File: src/hw/rtl/pplsb_pkg.sv
`default_nettype none

package pplsb_pkg;

    // Dimension range: width and height run from 1 to 2**DIM_BITS - 1.
    localparam int DIM_BITS = 16;
    // Parsed numbers saturate at 2**DIM_BITS, so one extra bit holds them.
    localparam int NUM_W    = DIM_BITS + 1;
    localparam int PROD_W   = 2 * DIM_BITS;
    // floor(w * h * 3 / 8) never needs more than this.
    localparam int LIM_W    = PROD_W - 1;

    localparam logic [NUM_W-1:0] DIM_CAP = NUM_W'(1) << DIM_BITS;
    localparam logic [NUM_W-1:0] MAXVAL  = NUM_W'(255);

    // Result queue.
    localparam int QDEPTH = 4;
    localparam int QPTR_W = $clog2(QDEPTH);

    // Parser phases.
    localparam logic [3:0] PH_MAGIC      = 4'd0;
    localparam logic [3:0] PH_MAGIC_TAIL = 4'd1;
    localparam logic [3:0] PH_COMMENT_W  = 4'd2;
    localparam logic [3:0] PH_PEEK_W     = 4'd3;
    localparam logic [3:0] PH_SKIP_W     = 4'd4;
    localparam logic [3:0] PH_NUM_W      = 4'd5;
    localparam logic [3:0] PH_SKIP_H     = 4'd6;
    localparam logic [3:0] PH_NUM_H      = 4'd7;
    localparam logic [3:0] PH_COMMENT_M  = 4'd8;
    localparam logic [3:0] PH_PEEK_M     = 4'd9;
    localparam logic [3:0] PH_SKIP_M     = 4'd10;
    localparam logic [3:0] PH_NUM_M      = 4'd11;
    localparam logic [3:0] PH_BODY       = 4'd12;
    localparam logic [3:0] PH_DONE       = 4'd13;

    // Magic progress codes.
    localparam logic [1:0] MG_NONE = 2'd0;
    localparam logic [1:0] MG_P    = 2'd1;
    localparam logic [1:0] MG_P6   = 2'd2;

    // Result kinds.
    localparam logic [2:0] K_CHAR   = 3'd0;
    localparam logic [2:0] K_FOUND  = 3'd1;
    localparam logic [2:0] K_LIMIT  = 3'd2;
    localparam logic [2:0] K_MAGIC  = 3'd3;
    localparam logic [2:0] K_HEADER = 3'd4;
    localparam logic [2:0] K_PROPS  = 3'd5;
    localparam logic [2:0] K_EARLY  = 3'd6;

    // Characters of interest.
    localparam logic [7:0] CH_P     = 8'h50;
    localparam logic [7:0] CH_6     = 8'h36;
    localparam logic [7:0] CH_HASH  = 8'h23;
    localparam logic [7:0] CH_LF    = 8'h0A;
    localparam logic [7:0] CH_PLUS  = 8'h2B;
    localparam logic [7:0] CH_MINUS = 8'h2D;
    localparam logic [7:0] MSG_END  = 8'hFF;

    typedef struct packed {
        logic [2:0] kind;
        logic [7:0] char_val;
        logic       last;
    } result_t;

    function automatic logic is_ws(input logic [7:0] b);
        return (b == 8'h20) || (b >= 8'h09 && b <= 8'h0D);
    endfunction

    function automatic logic is_dig(input logic [7:0] b);
        return (b >= 8'h30) && (b <= 8'h39);
    endfunction

    function automatic logic is_sign(input logic [7:0] b);
        return (b == CH_PLUS) || (b == CH_MINUS);
    endfunction

endpackage

`default_nettype wire

File: src/hw/rtl/ppm_lsb_message_extractor.sv
`default_nettype none

// Recovers a message hidden in the least significant bits of a binary PPM
// (P6) file that arrives one byte per request on the slave side. The header
// (magic, width, height, maxval, with comment lines allowed before width
// and before maxval) is checked, then the LSB of each pixel byte is packed
// MSB first into message bytes, each of which is sent as a char result.
// Every file ends in exactly one status result (message end found, limit
// of floor(w*h*3/8) bytes reached, bad magic, malformed header, bad
// properties, or early end); bytes after the status are dropped until the
// byte flagged with s_tlast, which returns the block to its start for the
// next file. The parser takes one byte in every cycle that s_tready is high:
// its step is a single combinational pass from the current byte and state
// into the state registers and into a four-entry result queue. s_tready
// holds while at least two queue entries are free, so with m_tready high
// the block runs at one byte per cycle; a byte that yields two results (a
// char followed by its status) has them sent one after the other.

module ppm_lsb_message_extractor (
    input  wire logic       aclk,
    input  wire logic       aresetn,
    // Slave side: file bytes.
    input  wire logic       s_tvalid,
    output logic            s_tready,
    input  wire logic [7:0] s_tdata,   // [7:0] data_byte
    input  wire logic       s_tlast,   // end_of_file
    // Master side: results.
    output logic            m_tvalid,
    input  wire logic       m_tready,
    output logic [7:0]      m_tdata,   // [7:0] message_char
    output logic [2:0]      m_tuser,   // [2:0] result_kind
    output logic            m_tlast    // last_result
);

    // Parser state.
    logic [3:0]                      phase_reg, phase_next;
    logic [1:0]                      magic_reg, magic_next;
    logic [pplsb_pkg::NUM_W-1:0]     width_reg, width_next;
    logic [pplsb_pkg::NUM_W-1:0]     height_reg, height_next;
    logic [pplsb_pkg::NUM_W-1:0]     accum_reg, accum_next;
    logic                            neg_reg, neg_next;
    logic                            seen_reg, seen_next;
    logic [7:0]                      collect_reg, collect_next;
    logic [2:0]                      bitcnt_reg, bitcnt_next;
    logic [pplsb_pkg::LIM_W-1:0]     done_reg, done_next;
    logic [pplsb_pkg::LIM_W-1:0]     limit_reg, limit_next;

    // The dimensions are settled at least two bytes before the header ends
    // (maxval needs a digit and the closing whitespace), so the product is
    // computed in a register of its own ahead of the property check.
    logic [pplsb_pkg::PROD_W-1:0]    prod_reg;
    logic [pplsb_pkg::PROD_W+1:0]    prod_x3;
    logic [pplsb_pkg::LIM_W-1:0]     limit_calc;

    logic                            in_accept;
    logic [7:0]                      b;
    logic                            b_ws, b_dig, b_sign, b_start;
    logic [pplsb_pkg::NUM_W-1:0]     digit_val;
    logic [pplsb_pkg::NUM_W+3:0]     accum_wide;
    logic [pplsb_pkg::NUM_W-1:0]     accum_sat;
    logic [pplsb_pkg::NUM_W-1:0]     num_val;
    logic [7:0]                      collect_shift;
    logic [pplsb_pkg::LIM_W-1:0]     done_inc;
    logic                            props_bad;

    // What this byte produces: an optional char, then an optional status.
    logic                            emit_char;
    logic                            emit_stat;
    logic [2:0]                      stat_kind;
    logic [1:0]                      res_cnt;
    pplsb_pkg::result_t              res0, res1;

    // Result queue.
    pplsb_pkg::result_t              queue_reg [pplsb_pkg::QDEPTH];
    logic [pplsb_pkg::QPTR_W-1:0]    wr_ptr_reg, rd_ptr_reg;
    logic [pplsb_pkg::QPTR_W:0]      count_reg;
    logic                            out_pop;

    assign in_accept = s_tvalid && s_tready;
    assign b         = s_tdata;
    assign b_ws      = pplsb_pkg::is_ws(b);
    assign b_dig     = pplsb_pkg::is_dig(b);
    assign b_sign    = pplsb_pkg::is_sign(b);
    assign b_start   = b_dig || b_sign;
    assign digit_val = {{(pplsb_pkg::NUM_W-4){1'b0}}, b[3:0]};

    // accum * 10 + digit, saturated at the dimension cap.
    assign accum_wide = ({3'b000, accum_reg, 1'b0} + {1'b0, accum_reg, 3'b000})
                        + {4'b0000, digit_val};
    assign accum_sat  = (accum_wide > {4'b0000, pplsb_pkg::DIM_CAP}) ?
                        pplsb_pkg::DIM_CAP : accum_wide[pplsb_pkg::NUM_W-1:0];
    // A negative number counts as zero.
    assign num_val    = neg_reg ? '0 : accum_reg;

    assign prod_x3    = {2'b00, prod_reg} + {1'b0, prod_reg, 1'b0};
    assign limit_calc = prod_x3[pplsb_pkg::PROD_W+1:3];

    assign collect_shift = {collect_reg[6:0], b[0]};
    assign done_inc      = done_reg + pplsb_pkg::LIM_W'(1);

    // Width and height must be nonzero and below the cap (a saturated value
    // sits exactly on the cap); maxval must be 255.
    assign props_bad = (width_reg == '0) || (height_reg == '0) ||
                       width_reg[pplsb_pkg::DIM_BITS] ||
                       height_reg[pplsb_pkg::DIM_BITS] ||
                       (num_val != pplsb_pkg::MAXVAL);

    always_ff @(posedge aclk) begin
        prod_reg <= pplsb_pkg::PROD_W'(width_reg[pplsb_pkg::DIM_BITS-1:0]) *
                    pplsb_pkg::PROD_W'(height_reg[pplsb_pkg::DIM_BITS-1:0]);
    end

    always_comb begin
        phase_next   = phase_reg;
        magic_next   = magic_reg;
        width_next   = width_reg;
        height_next  = height_reg;
        accum_next   = accum_reg;
        neg_next     = neg_reg;
        seen_next    = seen_reg;
        collect_next = collect_reg;
        bitcnt_next  = bitcnt_reg;
        done_next    = done_reg;
        limit_next   = limit_reg;
        emit_char    = 1'b0;
        emit_stat    = 1'b0;
        stat_kind    = pplsb_pkg::K_CHAR;

        case (phase_reg)
            pplsb_pkg::PH_MAGIC: begin
                if (magic_reg == pplsb_pkg::MG_NONE) begin
                    if (b == pplsb_pkg::CH_P) begin
                        magic_next = pplsb_pkg::MG_P;
                    end else if (!b_ws) begin
                        emit_stat = 1'b1;
                        stat_kind = pplsb_pkg::K_MAGIC;
                    end
                end else if (magic_reg == pplsb_pkg::MG_P) begin
                    if (b == pplsb_pkg::CH_6) begin
                        magic_next = pplsb_pkg::MG_P6;
                    end else begin
                        emit_stat = 1'b1;
                        stat_kind = pplsb_pkg::K_MAGIC;
                    end
                end else if (magic_reg == pplsb_pkg::MG_P6 && b_ws) begin
                    phase_next = pplsb_pkg::PH_MAGIC_TAIL;
                end else begin
                    emit_stat = 1'b1;
                    stat_kind = pplsb_pkg::K_MAGIC;
                end
            end
            pplsb_pkg::PH_MAGIC_TAIL, pplsb_pkg::PH_PEEK_W, pplsb_pkg::PH_SKIP_W: begin
                // A comment may open anywhere in the whitespace after the magic or right
                // after another comment, but not after spaces that follow a comment.
                if (b == pplsb_pkg::CH_HASH && phase_reg != pplsb_pkg::PH_SKIP_W) begin
                    phase_next = pplsb_pkg::PH_COMMENT_W;
                end else if (b_ws) begin
                    if (phase_reg == pplsb_pkg::PH_PEEK_W) begin
                        phase_next = pplsb_pkg::PH_SKIP_W;
                    end
                end else if (b_start) begin
                    neg_next   = (b == pplsb_pkg::CH_MINUS);
                    seen_next  = b_dig;
                    accum_next = b_dig ? digit_val : '0;
                    phase_next = pplsb_pkg::PH_NUM_W;
                end else begin
                    emit_stat = 1'b1;
                    stat_kind = pplsb_pkg::K_HEADER;
                end
            end
            pplsb_pkg::PH_COMMENT_W: begin
                if (b == pplsb_pkg::CH_LF) begin
                    phase_next = pplsb_pkg::PH_PEEK_W;
                end
            end
            pplsb_pkg::PH_NUM_W: begin
                if (b_dig) begin
                    accum_next = accum_sat;
                    seen_next  = 1'b1;
                end else if (!seen_reg) begin
                    emit_stat = 1'b1;
                    stat_kind = pplsb_pkg::K_HEADER;
                end else begin
                    width_next = num_val;
                    if (b_ws) begin
                        phase_next = pplsb_pkg::PH_SKIP_H;
                    end else if (b_sign) begin
                        neg_next   = (b == pplsb_pkg::CH_MINUS);
                        seen_next  = 1'b0;
                        accum_next = '0;
                        phase_next = pplsb_pkg::PH_NUM_H;
                    end else begin
                        emit_stat = 1'b1;
                        stat_kind = pplsb_pkg::K_HEADER;
                    end
                end
            end
            pplsb_pkg::PH_SKIP_H: begin
                if (b_ws) begin
                    phase_next = phase_reg;
                end else if (b_start) begin
                    neg_next   = (b == pplsb_pkg::CH_MINUS);
                    seen_next  = b_dig;
                    accum_next = b_dig ? digit_val : '0;
                    phase_next = pplsb_pkg::PH_NUM_H;
                end else begin
                    emit_stat = 1'b1;
                    stat_kind = pplsb_pkg::K_HEADER;
                end
            end
            pplsb_pkg::PH_NUM_H: begin
                if (b_dig) begin
                    accum_next = accum_sat;
                    seen_next  = 1'b1;
                end else if (!seen_reg) begin
                    emit_stat = 1'b1;
                    stat_kind = pplsb_pkg::K_HEADER;
                end else begin
                    height_next = num_val;
                    if (b == pplsb_pkg::CH_HASH) begin
                        phase_next = pplsb_pkg::PH_COMMENT_M;
                    end else if (b_ws) begin
                        phase_next = pplsb_pkg::PH_SKIP_M;
                    end else if (b_sign) begin
                        neg_next   = (b == pplsb_pkg::CH_MINUS);
                        seen_next  = 1'b0;
                        accum_next = '0;
                        phase_next = pplsb_pkg::PH_NUM_M;
                    end else begin
                        emit_stat = 1'b1;
                        stat_kind = pplsb_pkg::K_HEADER;
                    end
                end
            end
            pplsb_pkg::PH_COMMENT_M: begin
                if (b == pplsb_pkg::CH_LF) begin
                    phase_next = pplsb_pkg::PH_PEEK_M;
                end
            end
            pplsb_pkg::PH_PEEK_M, pplsb_pkg::PH_SKIP_M: begin
                if (b == pplsb_pkg::CH_HASH && phase_reg == pplsb_pkg::PH_PEEK_M) begin
                    phase_next = pplsb_pkg::PH_COMMENT_M;
                end else if (b_ws) begin
                    phase_next = pplsb_pkg::PH_SKIP_M;
                end else if (b_start) begin
                    neg_next   = (b == pplsb_pkg::CH_MINUS);
                    seen_next  = b_dig;
                    accum_next = b_dig ? digit_val : '0;
                    phase_next = pplsb_pkg::PH_NUM_M;
                end else begin
                    emit_stat = 1'b1;
                    stat_kind = pplsb_pkg::K_HEADER;
                end
            end
            pplsb_pkg::PH_NUM_M: begin
                if (b_dig) begin
                    accum_next = accum_sat;
                    seen_next  = 1'b1;
                end else if (!seen_reg || !b_ws) begin
                    emit_stat = 1'b1;
                    stat_kind = pplsb_pkg::K_HEADER;
                end else if (props_bad) begin
                    emit_stat = 1'b1;
                    stat_kind = pplsb_pkg::K_PROPS;
                end else begin
                    // The single whitespace after maxval closes the header.
                    limit_next   = limit_calc;
                    done_next    = '0;
                    collect_next = '0;
                    bitcnt_next  = '0;
                    if (limit_calc == '0) begin
                        emit_stat = 1'b1;
                        stat_kind = pplsb_pkg::K_LIMIT;
                    end else begin
                        phase_next = pplsb_pkg::PH_BODY;
                    end
                end
            end
            pplsb_pkg::PH_BODY: begin
                collect_next = collect_shift;
                if (bitcnt_reg != 3'd7) begin
                    bitcnt_next = bitcnt_reg + 3'd1;
                end else begin
                    bitcnt_next = '0;
                    if (collect_shift == pplsb_pkg::MSG_END) begin
                        emit_stat = 1'b1;
                        stat_kind = pplsb_pkg::K_FOUND;
                    end else begin
                        emit_char = 1'b1;
                        done_next = done_inc;
                        // The counter never passes the limit, so equality
                        // is the point where it is reached.
                        if (done_inc == limit_reg) begin
                            emit_stat = 1'b1;
                            stat_kind = pplsb_pkg::K_LIMIT;
                        end
                    end
                end
            end
            default: begin
                phase_next = phase_reg;
            end
        endcase

        if (emit_stat) begin
            phase_next = pplsb_pkg::PH_DONE;
        end

        if (s_tlast) begin
            // The file ends: give a status unless one is already out, then
            // return to the start for the next file.
            if (phase_reg != pplsb_pkg::PH_DONE && !emit_stat) begin
                emit_stat = 1'b1;
                if (phase_next == pplsb_pkg::PH_MAGIC &&
                    magic_next != pplsb_pkg::MG_P6) begin
                    stat_kind = pplsb_pkg::K_MAGIC;
                end else if (phase_next == pplsb_pkg::PH_BODY) begin
                    stat_kind = pplsb_pkg::K_EARLY;
                end else begin
                    stat_kind = pplsb_pkg::K_HEADER;
                end
            end
            phase_next   = pplsb_pkg::PH_MAGIC;
            magic_next   = pplsb_pkg::MG_NONE;
            width_next   = '0;
            height_next  = '0;
            accum_next   = '0;
            neg_next     = 1'b0;
            seen_next    = 1'b0;
            collect_next = '0;
            bitcnt_next  = '0;
            done_next    = '0;
            limit_next   = '0;
        end
    end

    // Pack the results of this byte into at most two queue entries.
    always_comb begin
        res1.kind     = stat_kind;
        res1.char_val = '0;
        res1.last     = 1'b1;
        if (emit_char) begin
            res0.kind     = pplsb_pkg::K_CHAR;
            res0.char_val = collect_shift;
            res0.last     = !emit_stat;
        end else begin
            res0 = res1;
        end
        res_cnt = {1'b0, emit_char} + {1'b0, emit_stat};
    end

    always_ff @(posedge aclk) begin
        if (!aresetn) begin
            phase_reg   <= pplsb_pkg::PH_MAGIC;
            magic_reg   <= pplsb_pkg::MG_NONE;
            width_reg   <= '0;
            height_reg  <= '0;
            accum_reg   <= '0;
            neg_reg     <= 1'b0;
            seen_reg    <= 1'b0;
            collect_reg <= '0;
            bitcnt_reg  <= '0;
            done_reg    <= '0;
            limit_reg   <= '0;
        end else if (in_accept) begin
            phase_reg   <= phase_next;
            magic_reg   <= magic_next;
            width_reg   <= width_next;
            height_reg  <= height_next;
            accum_reg   <= accum_next;
            neg_reg     <= neg_next;
            seen_reg    <= seen_next;
            collect_reg <= collect_next;
            bitcnt_reg  <= bitcnt_next;
            done_reg    <= done_next;
            limit_reg   <= limit_next;
        end
    end

    // Result queue: up to two writes per cycle, one read. No byte is taken
    // while reset is held.
    assign out_pop  = m_tvalid && m_tready;
    assign s_tready = aresetn &&
                      (count_reg <= (pplsb_pkg::QPTR_W+1)'(pplsb_pkg::QDEPTH - 2));
    assign m_tvalid = (count_reg != '0);
    assign m_tuser  = queue_reg[rd_ptr_reg].kind;
    assign m_tdata  = queue_reg[rd_ptr_reg].char_val;
    assign m_tlast  = queue_reg[rd_ptr_reg].last;

    always_ff @(posedge aclk) begin
        if (in_accept) begin
            if (res_cnt != 2'd0) begin
                queue_reg[wr_ptr_reg] <= res0;
            end
            if (res_cnt == 2'd2) begin
                queue_reg[wr_ptr_reg + pplsb_pkg::QPTR_W'(1)] <= res1;
            end
        end
    end

    always_ff @(posedge aclk) begin
        if (!aresetn) begin
            wr_ptr_reg <= '0;
            rd_ptr_reg <= '0;
            count_reg  <= '0;
        end else begin
            if (in_accept) begin
                wr_ptr_reg <= wr_ptr_reg + pplsb_pkg::QPTR_W'(res_cnt);
            end
            if (out_pop) begin
                rd_ptr_reg <= rd_ptr_reg + pplsb_pkg::QPTR_W'(1);
            end
            count_reg <= count_reg
                         + (in_accept ? (pplsb_pkg::QPTR_W+1)'(res_cnt) : '0)
                         - (pplsb_pkg::QPTR_W+1)'(out_pop);
        end
    end

endmodule

`default_nettype wire
File: config.mk
export PLATFORM = sky130hd
export DESIGN_NAME = ppm_lsb_message_extractor
export DESIGN_NICKNAME = d
export VERILOG_FILES = /design/src/hw/rtl/pplsb_pkg.sv /design/src/hw/rtl/ppm_lsb_message_extractor.sv
export SDC_FILE = /design/constraint.sdc
export NUM_CORES = 1
export LEC_CHECK = 0
export BUFFER_PORTS_ARGS = -buffer_cell sky130_fd_sc_hd__buf_4
export CAP_MARGIN = 30
export CORE_MARGIN = 10
export CORE_UTILIZATION = 62
export CTS_BUF_LIST = sky130_fd_sc_hd__clkbuf_4 sky130_fd_sc_hd__clkbuf_8
export DETAILED_ROUTE_END_ITERATION = 8
export PLACE_DENSITY = 0.78
export SETUP_SLACK_MARGIN = 0.5
export SYNTH_ARGS = -nofsm -noshare
export SYNTH_HDL_FRONTEND = slang
export SYNTH_SLANG_ARGS = --single-unit
File: constraint.sdc
create_clock -name aclk -period 8.09 [get_ports aclk]
set_clock_uncertainty 0.05 [all_clocks]
set_input_delay 1.618 -clock aclk [delete_from_list [all_inputs] [get_ports aclk]]
set_output_delay 1.618 -clock aclk [all_outputs]
set_load 0.02 [all_outputs]
# ---- Yosys cells after proc, flatten, opt, wreduce, memory -nomap -nowiden
# Memories as Yosys holds them, arrays and structs flattened. A register that Yosys moved wholly into a read port is not among the register bits.
# Index checks and enable logic that the tools add are counted.
dict set report totals {
  regBits 170
  latchBits 0
  ramBits 48
  mem_bits_ro 0
  inputBits 13
  out_inout_bits 14
  word_cells 307
  mem_count 1
}
dict set report op_classes {
  addsub 11
  mul 1
  div_mod_pow 0
  n_lt_le_gt_ge 6
  n_eq_ne 49
  n_shift 0
  n_mux 177
  bitwise_logic 0
  reduce_logical 47
}
# name words width read_ports rd_clocked_by_memory_dff write_ports line_no
set mem_list {}
lappend mem_list {queue_reg 4 12 1 1 2 ppm_lsb_message_extractor.sv:74} ;# pplsb_pkg::result_t queue_reg [pplsb_pkg::QDEPTH];
# operator count
set op_table {}
lappend op_table {{$mux W17} 21}
lappend op_table {{$mux W31} 11}
lappend op_table {{$mux W4} 30}
lappend op_table {{$pmux W17 S6} 1}
lappend op_table {{$mux W3} 24}
lappend op_table {{$pmux W31 S2} 1}
lappend op_table {{$mux W1} 59}
lappend op_table {{$ne A3 B3 Y1 const B} 14}
lappend op_table {{$eq A8 B6 Y1 const B} 5}
lappend op_table {{$mux W2} 18}
lappend op_table {{$pmux W4 S9} 1}
lappend op_table {{$add A32 B33 Y34} 1}
lappend op_table {{$logic_not A17 Y1} 2}
lappend op_table {{$mul A16 B16 Y32} 1}
lappend op_table {{$add A31 B1 Y31 const B} 1}
lappend op_table {{$eq A31 B31 Y1} 1}
lappend op_table {{$logic_not A31 Y1} 1}
lappend op_table {{$mux W7} 4}
lappend op_table {{$eq A4 B4 Y1 const B} 6}
lappend op_table {{$pmux W3 S8} 1}
lappend op_table {{$add A18 B20 Y21} 1}
lappend op_table {{$add A21 B4 Y21} 1}
lappend op_table {{$gt A21 B17 Y1 const B} 1}
lappend op_table {{$ne A17 B8 Y1 const B} 1}
lappend op_table {{44 further kinds} 84}

# ---- Depth between registers and ports, before layout
# Gate-level depths: netlist of the first run.
dict set report logic_depth {
  word_depth 18
  ltp_mapped 26
  ltp_nobuf 25
}

# ---- Least setup slack after synthesis of the first run
# OpenSTA, ideal clock, no wires.
dict set report synth_timing {
  path_kind {reg2reg}
  from {reg height_reg[6] (netlist name)}
  to {reg prod_reg[25] (netlist name)}
  setup_ns 0.127
  arrival_ns 6.409
  t_required_ns 7.913
  slack_ns 1.504
  path_stages_with_launch 25
  synth_period_minus_slack_ns 6.586
  cell_sequence {dfxtp_1 > clkbuf_1 > clkbuf_1 > nand2_1 > fa_1 > inv_1 > fa_1 > inv_1 > fa_1 > fa_1 > inv_1 > fa_1 > fa_1 > ha_1 > a21oi_1 > o21ai_0 > a21oi_1 > o211ai_1 > a2111oi_0 > o31ai_1 > a21oi_1 > o21ai_0 > a21oi_1 > o21ai_0 > xor2_1}
}
dict set report synth_between {
  elab_chain_cells 1
}
# item line_no
set synth_rtl {}
lappend synth_rtl {{start, declared} ppm_lsb_message_extractor.sv:39} ;# logic [pplsb_pkg::NUM_W-1:0] height_reg, height_next;
lappend synth_rtl {{start signal, assigned} ppm_lsb_message_extractor.sv:369} ;# height_reg <= height_next;
lappend synth_rtl {{$mul A16 B16 Y32} ppm_lsb_message_extractor.sv:109} ;# prod_reg <= pplsb_pkg::PROD_W'(width_reg[pplsb_pkg::DIM_BITS-1:0]) *
lappend synth_rtl {{end signal, assigned} ppm_lsb_message_extractor.sv:109}
lappend synth_rtl {{end, declared} ppm_lsb_message_extractor.sv:51} ;# logic [pplsb_pkg::PROD_W-1:0] prod_reg;
# No other way between the ends.
# A chain may end at the register's enable or synchronous reset.

# ---- Worst setup path after layout of the first run
dict set report layout_timing {
  from {reg height_reg[4] (netlist name)}
  to {reg prod_reg[25] (netlist name)}
}
# Same word-level chain as after synthesis.

==> key figures, run 1 <==
Logic synthesis
  – Unique masters post-synth: 94
  – Post-Syn Instances: 2683
  – Async S/R FF share, synth: 0%
  – Main synth FF type: dfxtp_1
  – Synth Register Bits: 220
  – Most frequent cells after synthesis: 357 x nand2_1, 261 x inv_1, 208 x dfxtp_1
  – Synth area leader: dfxtp_1
  – Syn nets: 3072
  – Synth Warn #: 0
  – Top cells by area, synth: dfxtp_1 19%, fa_1 18%, ha_1 10%
  – Syn Area/Cell: 8.245 sq um
  – EDFF count, synth: 12
  – Area share of the largest cell type after synthesis: 18.82%
  – Most frequent cell after synthesis: nand2_1
  – Mapped cell area: 0.02212 sq mm
  – Seq/Total Area, Yosys: about 20%

GRT
  – Vias in the first global route: between 15000 and 20000
  – First-pass GRT wire length: 97910 um
  – Initial antenna violation count: 0
  – Largest net degree at the start of global routing: between 70 and 80
  – GRT overflow: 0
  – All-Layer GR Usage: 26.71%

Place
  – HPWL Detailed: between 40000 and 50000 um
  – Placed Area: 0.02249 sq mm
  – GP Congestion: approximately 0.95
  – Count of buffers from port buffering: 26

CTS
  – Hold buffer count at CTS: 0
  – Clock sink count: 220
  – Post-CTS setup buffer count: 0
  – CTS root buffer: clkbuf_8
  – CTS Buf Count: 41
  – CTS tree: yes
  – CTS max path bufs: 3
  – Clk slew on worst S/H paths: 0.07 ns
  – Worst-skew pair later-pin latency: 0.62 ns
  – H-tree level count: 2

Route
  – DR WL/cell: 18.86 um
  – DRC: 0
  – Detail-routed via count per cell: 6.236
  – Via count of the routed design: about 19000
  – Total Routed Length: around 59000 um
  – 1st-iter DRT viols: approximately 1500
  – Post-DRT Antenna Nets: 0
  – DR pass1 iterations: 6

Setup path
  – Max Fanout on Critical Path: 18
  – CP Launch Type: register
  – R2R depth: 22
  – Slowest cell on the critical path: dfxtp_1
  – Required @ worst endpoint: 8.49 ns
  – Worst reg2reg endpoint: prod_reg[25]
  – Cell family with most CP delay: adder cells
  – RR Startpoint: height_reg[4]
  – Buffers & Inverters on Critical Path: 3
  – Flop-to-flop setup slack: 1.19 ns
  – Worst setup path startpoint: height_reg[4]
  – CP Cell Sequence: nand2_1 > fa_1 > inv_1 > fa_1 > inv_1 > fa_1 > fa_1 > inv_1 > fa_1 > fa_1 > ha_1 > a21oi_1 > o21ai_0 > a21oi_1 > o211ai_1 > a2111oi_2 > o31ai_1 > a21oi_1 > o21ai_0 > a21oi_1 > o21ai_0 > xor2_1
  – Crit path depth: 22
  – Critical path capture point: prod_reg[25]
  – Crit Path Class: reg -> reg
  – Max incr delay on CP: 0.77 ns
  – Most Frequent Cell on Critical Path: fa_1
  – Critical Path AT: 7.30 ns
  – Critical path capture point type: register

Layout
  – Fin nets: ~3000
  – Fraction of final layout cells sized beyond drive strength 1: 6.652%
  – Fillers: 2955
  – Fin area: 0.02342 sq mm
  – Antenna diode count: 0
  – Layout area overhead: 5.860%
  – Max reg flops: 48

Floorplanning
  – Core ar.: approximately 0.035 sq mm
  – Initial core utilization: 62.50%
  – IO Pins: 27
  – Count of standard-cell rows: between 60 and 70
  – Die area: roughly 0.044 sq mm
  – Die Span Y: around 210 um
  – Chip width: 208.9 um

Timing
  – Final period utilization: a little under nine tenths
  – RSZ-0062 raised after global routing: no
  – Slew of the pin with the lowest slew margin: 0.9697 ns
  – FMAX: 145.0 MHz
  – Fin. Hold Viols: 0
  – Final setup vio count: 0
  – Max-slew headroom: 34.42%
  – Minimum clock period: 6.898 ns
  – Total negative setup slack: 0 ns
  – Fin Hold WS: 0.4114 ns
  – Final Slew Violations: 0

Pwr
  – Clock power frac: 45.4%
  – Comb pwr share: 11.3%
  – Leak pwr: 10.68 nW
  – Cell area power density: 114.4 mW/mm^2
  – Sw Ratio: between 20% and 30%
  – Switch Pwr: 0.0007350 W
  – Pint: 0.001944 W
  – Share of power burned in registers: a little over two fifths
  – Maximum vdd drop: between 0.2 and 0.25 mV

Hold path
  – HP Start: bitcnt_reg[1]
  – Hold Crit Class: reg -> reg

Run
  – Max Cap Viol: 0

Status
  – Status: complete, no violations
cell families (layout without fill, tap and decap cells):
family,Yosys count,count (layout),share of synthesized area (%)
AND/OR/NAND/NOR,994,994,22.04
AO/OA/AOI/OAI,539,539,16.35
buffers and inverters,428,391,7.404
adder cells (fa/ha/maj),376,376,27.95
flip-flops,220,220,20.45
XOR/XNOR,106,106,4.197
multiplexers,20,20,1.601
layout make-up:
class / count / area (sq um) / share of cell area, %
Tap cell: 461 / 576.8 / 2.463
Multi-Input combinational cell: 2035 / 15990 / 68.28
Sequential cell: 220 / 4526 / 19.33
Clock inverter: 14 / 158.9 / 0.6786
Timing Repair Buffer: 54 / 412.9 / 1.763
Inverter: 264 / 992.2 / 4.237
Clock buffer: 59 / 762.0 / 3.254
power by group through the flow:
stage | Sequential [W] | Clock [W] | Combinational, W
finish | 0.00116 | 0.00122 | 0.000302
detailed placement | 0.00118 | 0 | 0.000300
floorplan | 0.00115 | 0 | 0.000237
global placement | 0.00118 | 0 | 0.000290
global route | 0.00117 | 0.00128 | 0.000333
CTS | 0.00116 | 0.00123 | 0.000301
metal layers:
metal | wire (um) | up-vias | track usage, %
met5 | 0 | - | 0
met4 | 2640 | 0 | 14.04
met3 | 3741 | 162 | 3.430
met2 | 27940 | 747 | 44.19
met1 | 24270 | 9373 | 33.50
li1 | - | 9094 | -
through the flow:
stage / total power, W / utilization [%] / instances / worst slack (ns)
floorplan: 0.001391 / - / 2683 / 1.504
finish: 0.002679 / 66.16 / 3107 / 1.192
detailed placement: 0.001484 / 63.53 / 3034 / 0.8384
global route: 0.002779 / 66.16 / 3107 / 0.7709
global placement: 0.001474 / 63.47 / 3032 / 1.049
CTS: 0.002692 / 66.14 / 3107 / 0.7977
worst reg2reg max path: cells and delay by family (launching register included):
family | cells | cell delay [ns]
buffers and inverters | 3 | 0.18
adders and majority gates | 7 | 3.39
xor gates and xnor gates | 1 | 0.15
DFF | 1 | 0.77
AOI/OAI and AO/OA | 10 | 2.08
and+or+nand+nor | 1 | 0.15
worst min path at each step:
stage                               end  slack [ns]  cells past startpoint
final                     bitcnt_reg[1]        0.41                      2
after floorplan           bitcnt_reg[1]        0.39                      2
after global routing      bitcnt_reg[1]        0.43                      2
after CTS                 width_reg[16]        0.41                      2
after global placement    bitcnt_reg[1]        0.39                      2
after detailed placement  width_reg[16]        0.40                      2
cells in the final DEF (no fill, tap or decap), types with 29 or more instances in the layout:
cell type,Yosys,layout
a21oi_1,165,165
a22o_1,40,40
and2_1,112,112
buf_4,1,53
clkbuf_8,0,51
dfxtp_1,208,207
fa_1,197,197
ha_1,179,179
inv_1,261,261
nand2_1,357,357
nand3_1,93,93
nand4_1,32,32
nor2_1,162,161
nor3_1,53,52
nor4_1,39,39
o21ai_0,89,88
or3_1,29,29
xnor2_1,61,61
xor2_1,45,45
timing repair:
action	CTS	global route
hold endpoints to repair	0	0
gates resized for setup	0	3
setup endpoints to repair	0	5
Note: power is estimated with default switching activity, not from simulation.
==> run 2: changes to the inputs <==
CORE_UTILIZATION = 60   (was 62)
PLACE_DENSITY = 0.77   (was 0.78)
clock period = 5.69 ns   (was 8.09 ns; I/O delays follow)
==> run 2 against run 1 <==
  * The run now ends with negative setup slack left
  * Combinational power increased by 55%
  * Worst setup slack got worse by 1.5 ns
  * First-iteration DRC count increased by 9.3%
  * Cell area up 11%
  * Critical path depth is 3 higher
  * Final cell count grew 6.2%
  * Global-route usage decreased by 0.087 points
==> key figures, run 2 (same netlist as run 1, synthesis figures left out) <==
Place
  – Placed Area: ~0.024 sq mm
  – GP Congestion: 0.9780
  – Cell count after placement: 3185
  – Count of buffers from port buffering: 26
  – HPWL Detailed: 46300 um

Floorplanning
  – IO Pins: 27
  – Die area: around 0.045 sq mm
  – Count of standard-cell rows: 70
  – Core ar.: roughly 0.037 sq mm
  – Die Span Y: 212.0 um
  – Chip width: about 210 um
  – Initial core utilization: between 60% and 70%

GRT
  – First-pass GRT wire length: 99690 um
  – GRT overflow: 0
  – Initial antenna violation count: 0
  – Largest net degree at the start of global routing: 71
  – All-Layer GR Usage: 26.62%
  – Vias in the first global route: roughly 20000

Pwr
  – Leak pwr: 11.88 nW
  – Maximum vdd drop: 0.1602 mV
  – Cell area power density: 149.1 mW/mm^2

CTS
  – Clock sink count: 220
  – Hold buffer count at CTS: 0
  – CTS max path bufs: 3
  – CTS root buffer: clkbuf_8
  – CTS Buf Count: 41
  – Worst-skew pair later-pin latency: roughly 0.6 ns
  – CTS tree: yes
  – H-tree level count: 2
  – Clk slew on worst S/H paths: 0.07 ns

Layout
  – Final Core Density: 71.10%
  – Fin area: 0.02597 sq mm
  – Commonest non-fill, non-tap cell in the layout: nand2_1
  – Layout area overhead: 17.38%
  – Max reg flops: 48
  – Fraction of final layout cells sized beyond drive strength 1: 19.13%
  – Fillers: 2782
  – Commonest cells after routing, fill and taps aside: 337 x nand2_1, 246 x inv_1, 204 x buf_4
  – Fin nets: 3189
  – Antenna diode count: 0
  – Layout Cells excl Fill: 3301

Timing
  – FMAX: 168.0 MHz
  – Max-slew headroom: 43.75%
  – Final period utilization: 104.6%
  – Minimum clock period: around 6.0 ns
  – Final Worst Setup Slack: -0.2616 ns
  – Fin. Hold Viols: 0
  – Slew of the pin with the lowest slew margin: approximately 0.84 ns
  – Fin Hold WS: 0.4109 ns
  – RSZ-0062 raised after global routing: yes
  – Final Slew Violations: 0
  – Final setup vio count: 10

Setup path
  – Crit Path Class: reg -> reg
  – Slowest cell on the critical path: fa_1
  – Max Fanout on Critical Path: 4
  – Critical path capture point type: register
  – Buffers & Inverters on Critical Path: 7
  – Most Frequent Cell on Critical Path: fa_1
  – CP Launch Type: register
  – Max incr delay on CP: 0.55 ns
  – Critical Path AT: 6.37 ns
  – Cell family with most CP delay: adder cells
  – Required @ worst endpoint: around 6.1 ns

Route
  – 1st-iter DRT viols: 1675
  – Detail-routed via count per cell: 6.185
  – DR WL/cell: 18.75 um
  – Total Routed Length: 61880 um
  – DRC: 0
  – Via count of the routed design: 20418
  – DR pass1 iterations: 6
  – Post-DRT Antenna Nets: 0

Run
  – Max Cap Viol: 0

Status
  – Violated checks: negative setup slack
  – Status: complete, but fails checks

Hold path
  – Hold Crit Class: reg -> reg
==> run 2: cell count changes in the layout (fill, tap and decap cells not counted), sizes merged <==
cell / before / now
buf: 54 / 237
clkbuf: 59 / 60
clkinv: 12 / 11
clkinvlp: 1 / 4
inv: 262 / 263
==> run 2: routing by layer <==
layer	vias to the layer above	GRT usage, %	wire (um)
met1	9939	34.64	26150
li1	9470	-	-
met3	161	3.387	4032
met2	848	44.27	29600
met4	0	10.19	2097
met5	-	0	0
==> run 2: tightest hold or removal path: cells and delay by family (launching register included) <==
kind,cells,cell delay (ns)
simple gates,1,0.05
compound gates,1,0.05
flops,1,0.31
==> run 2: final timing paths <==
check,from,endpoint,slack [ns],cells after the start
worst min-delay path,bitcnt_reg[1],bitcnt_reg[1],0.41,2
worst max-delay path,height_reg[6],prod_reg[29],-0.26,25
worst min register to register,bitcnt_reg[1],bitcnt_reg[1],0.41,2
worst max register to register,height_reg[6],prod_reg[29],-0.26,25
==> run 2: per-stage QoR <==
stage | setup slack [ns] | power, W | setup TNS, ns
after floorplan | -0.05867 | 0.001977 | -0.08158
after global placement | -0.2405 | 0.002104 | -1.166
after detailed placement | -0.3314 | 0.002128 | -2.089
after CTS | -0.2111 | 0.003889 | -1.144
after global routing | -0.4607 | 0.004026 | -3.328
final | -0.2616 | 0.003873 | -1.283
==> run 2: layout make-up <==
class                      count  area, sq um  share of cell area [%]
multi-input combinational   2035        16830                   64.83
clock inverter                17        185.2                  0.7132
tap                          468        585.6                   2.255
clock buffer                  59        768.2                   2.959
sequential                   220         4587                   17.66
inverter                     264        992.2                   3.821
timing repair buffer         238         2014                   7.758
==> run 2: power by group <==
group	leakage (nW)	internal, W	switching (W)
Combinational	9.59	0.000185	0.000283
Clock	0.492	0.00102	0.000747
Sequential	1.79	0.00158	0.0000524
Total	11.9	0.00279	0.00108
==> run 2: what timing repair did <==
action / CTS / global route
pin swaps: 20 / 77
endpoints found under the setup margin: 37 / 68
gates resized for setup: 66 / 160
buffers inserted: 10 / 28
cloned: 0 / 2
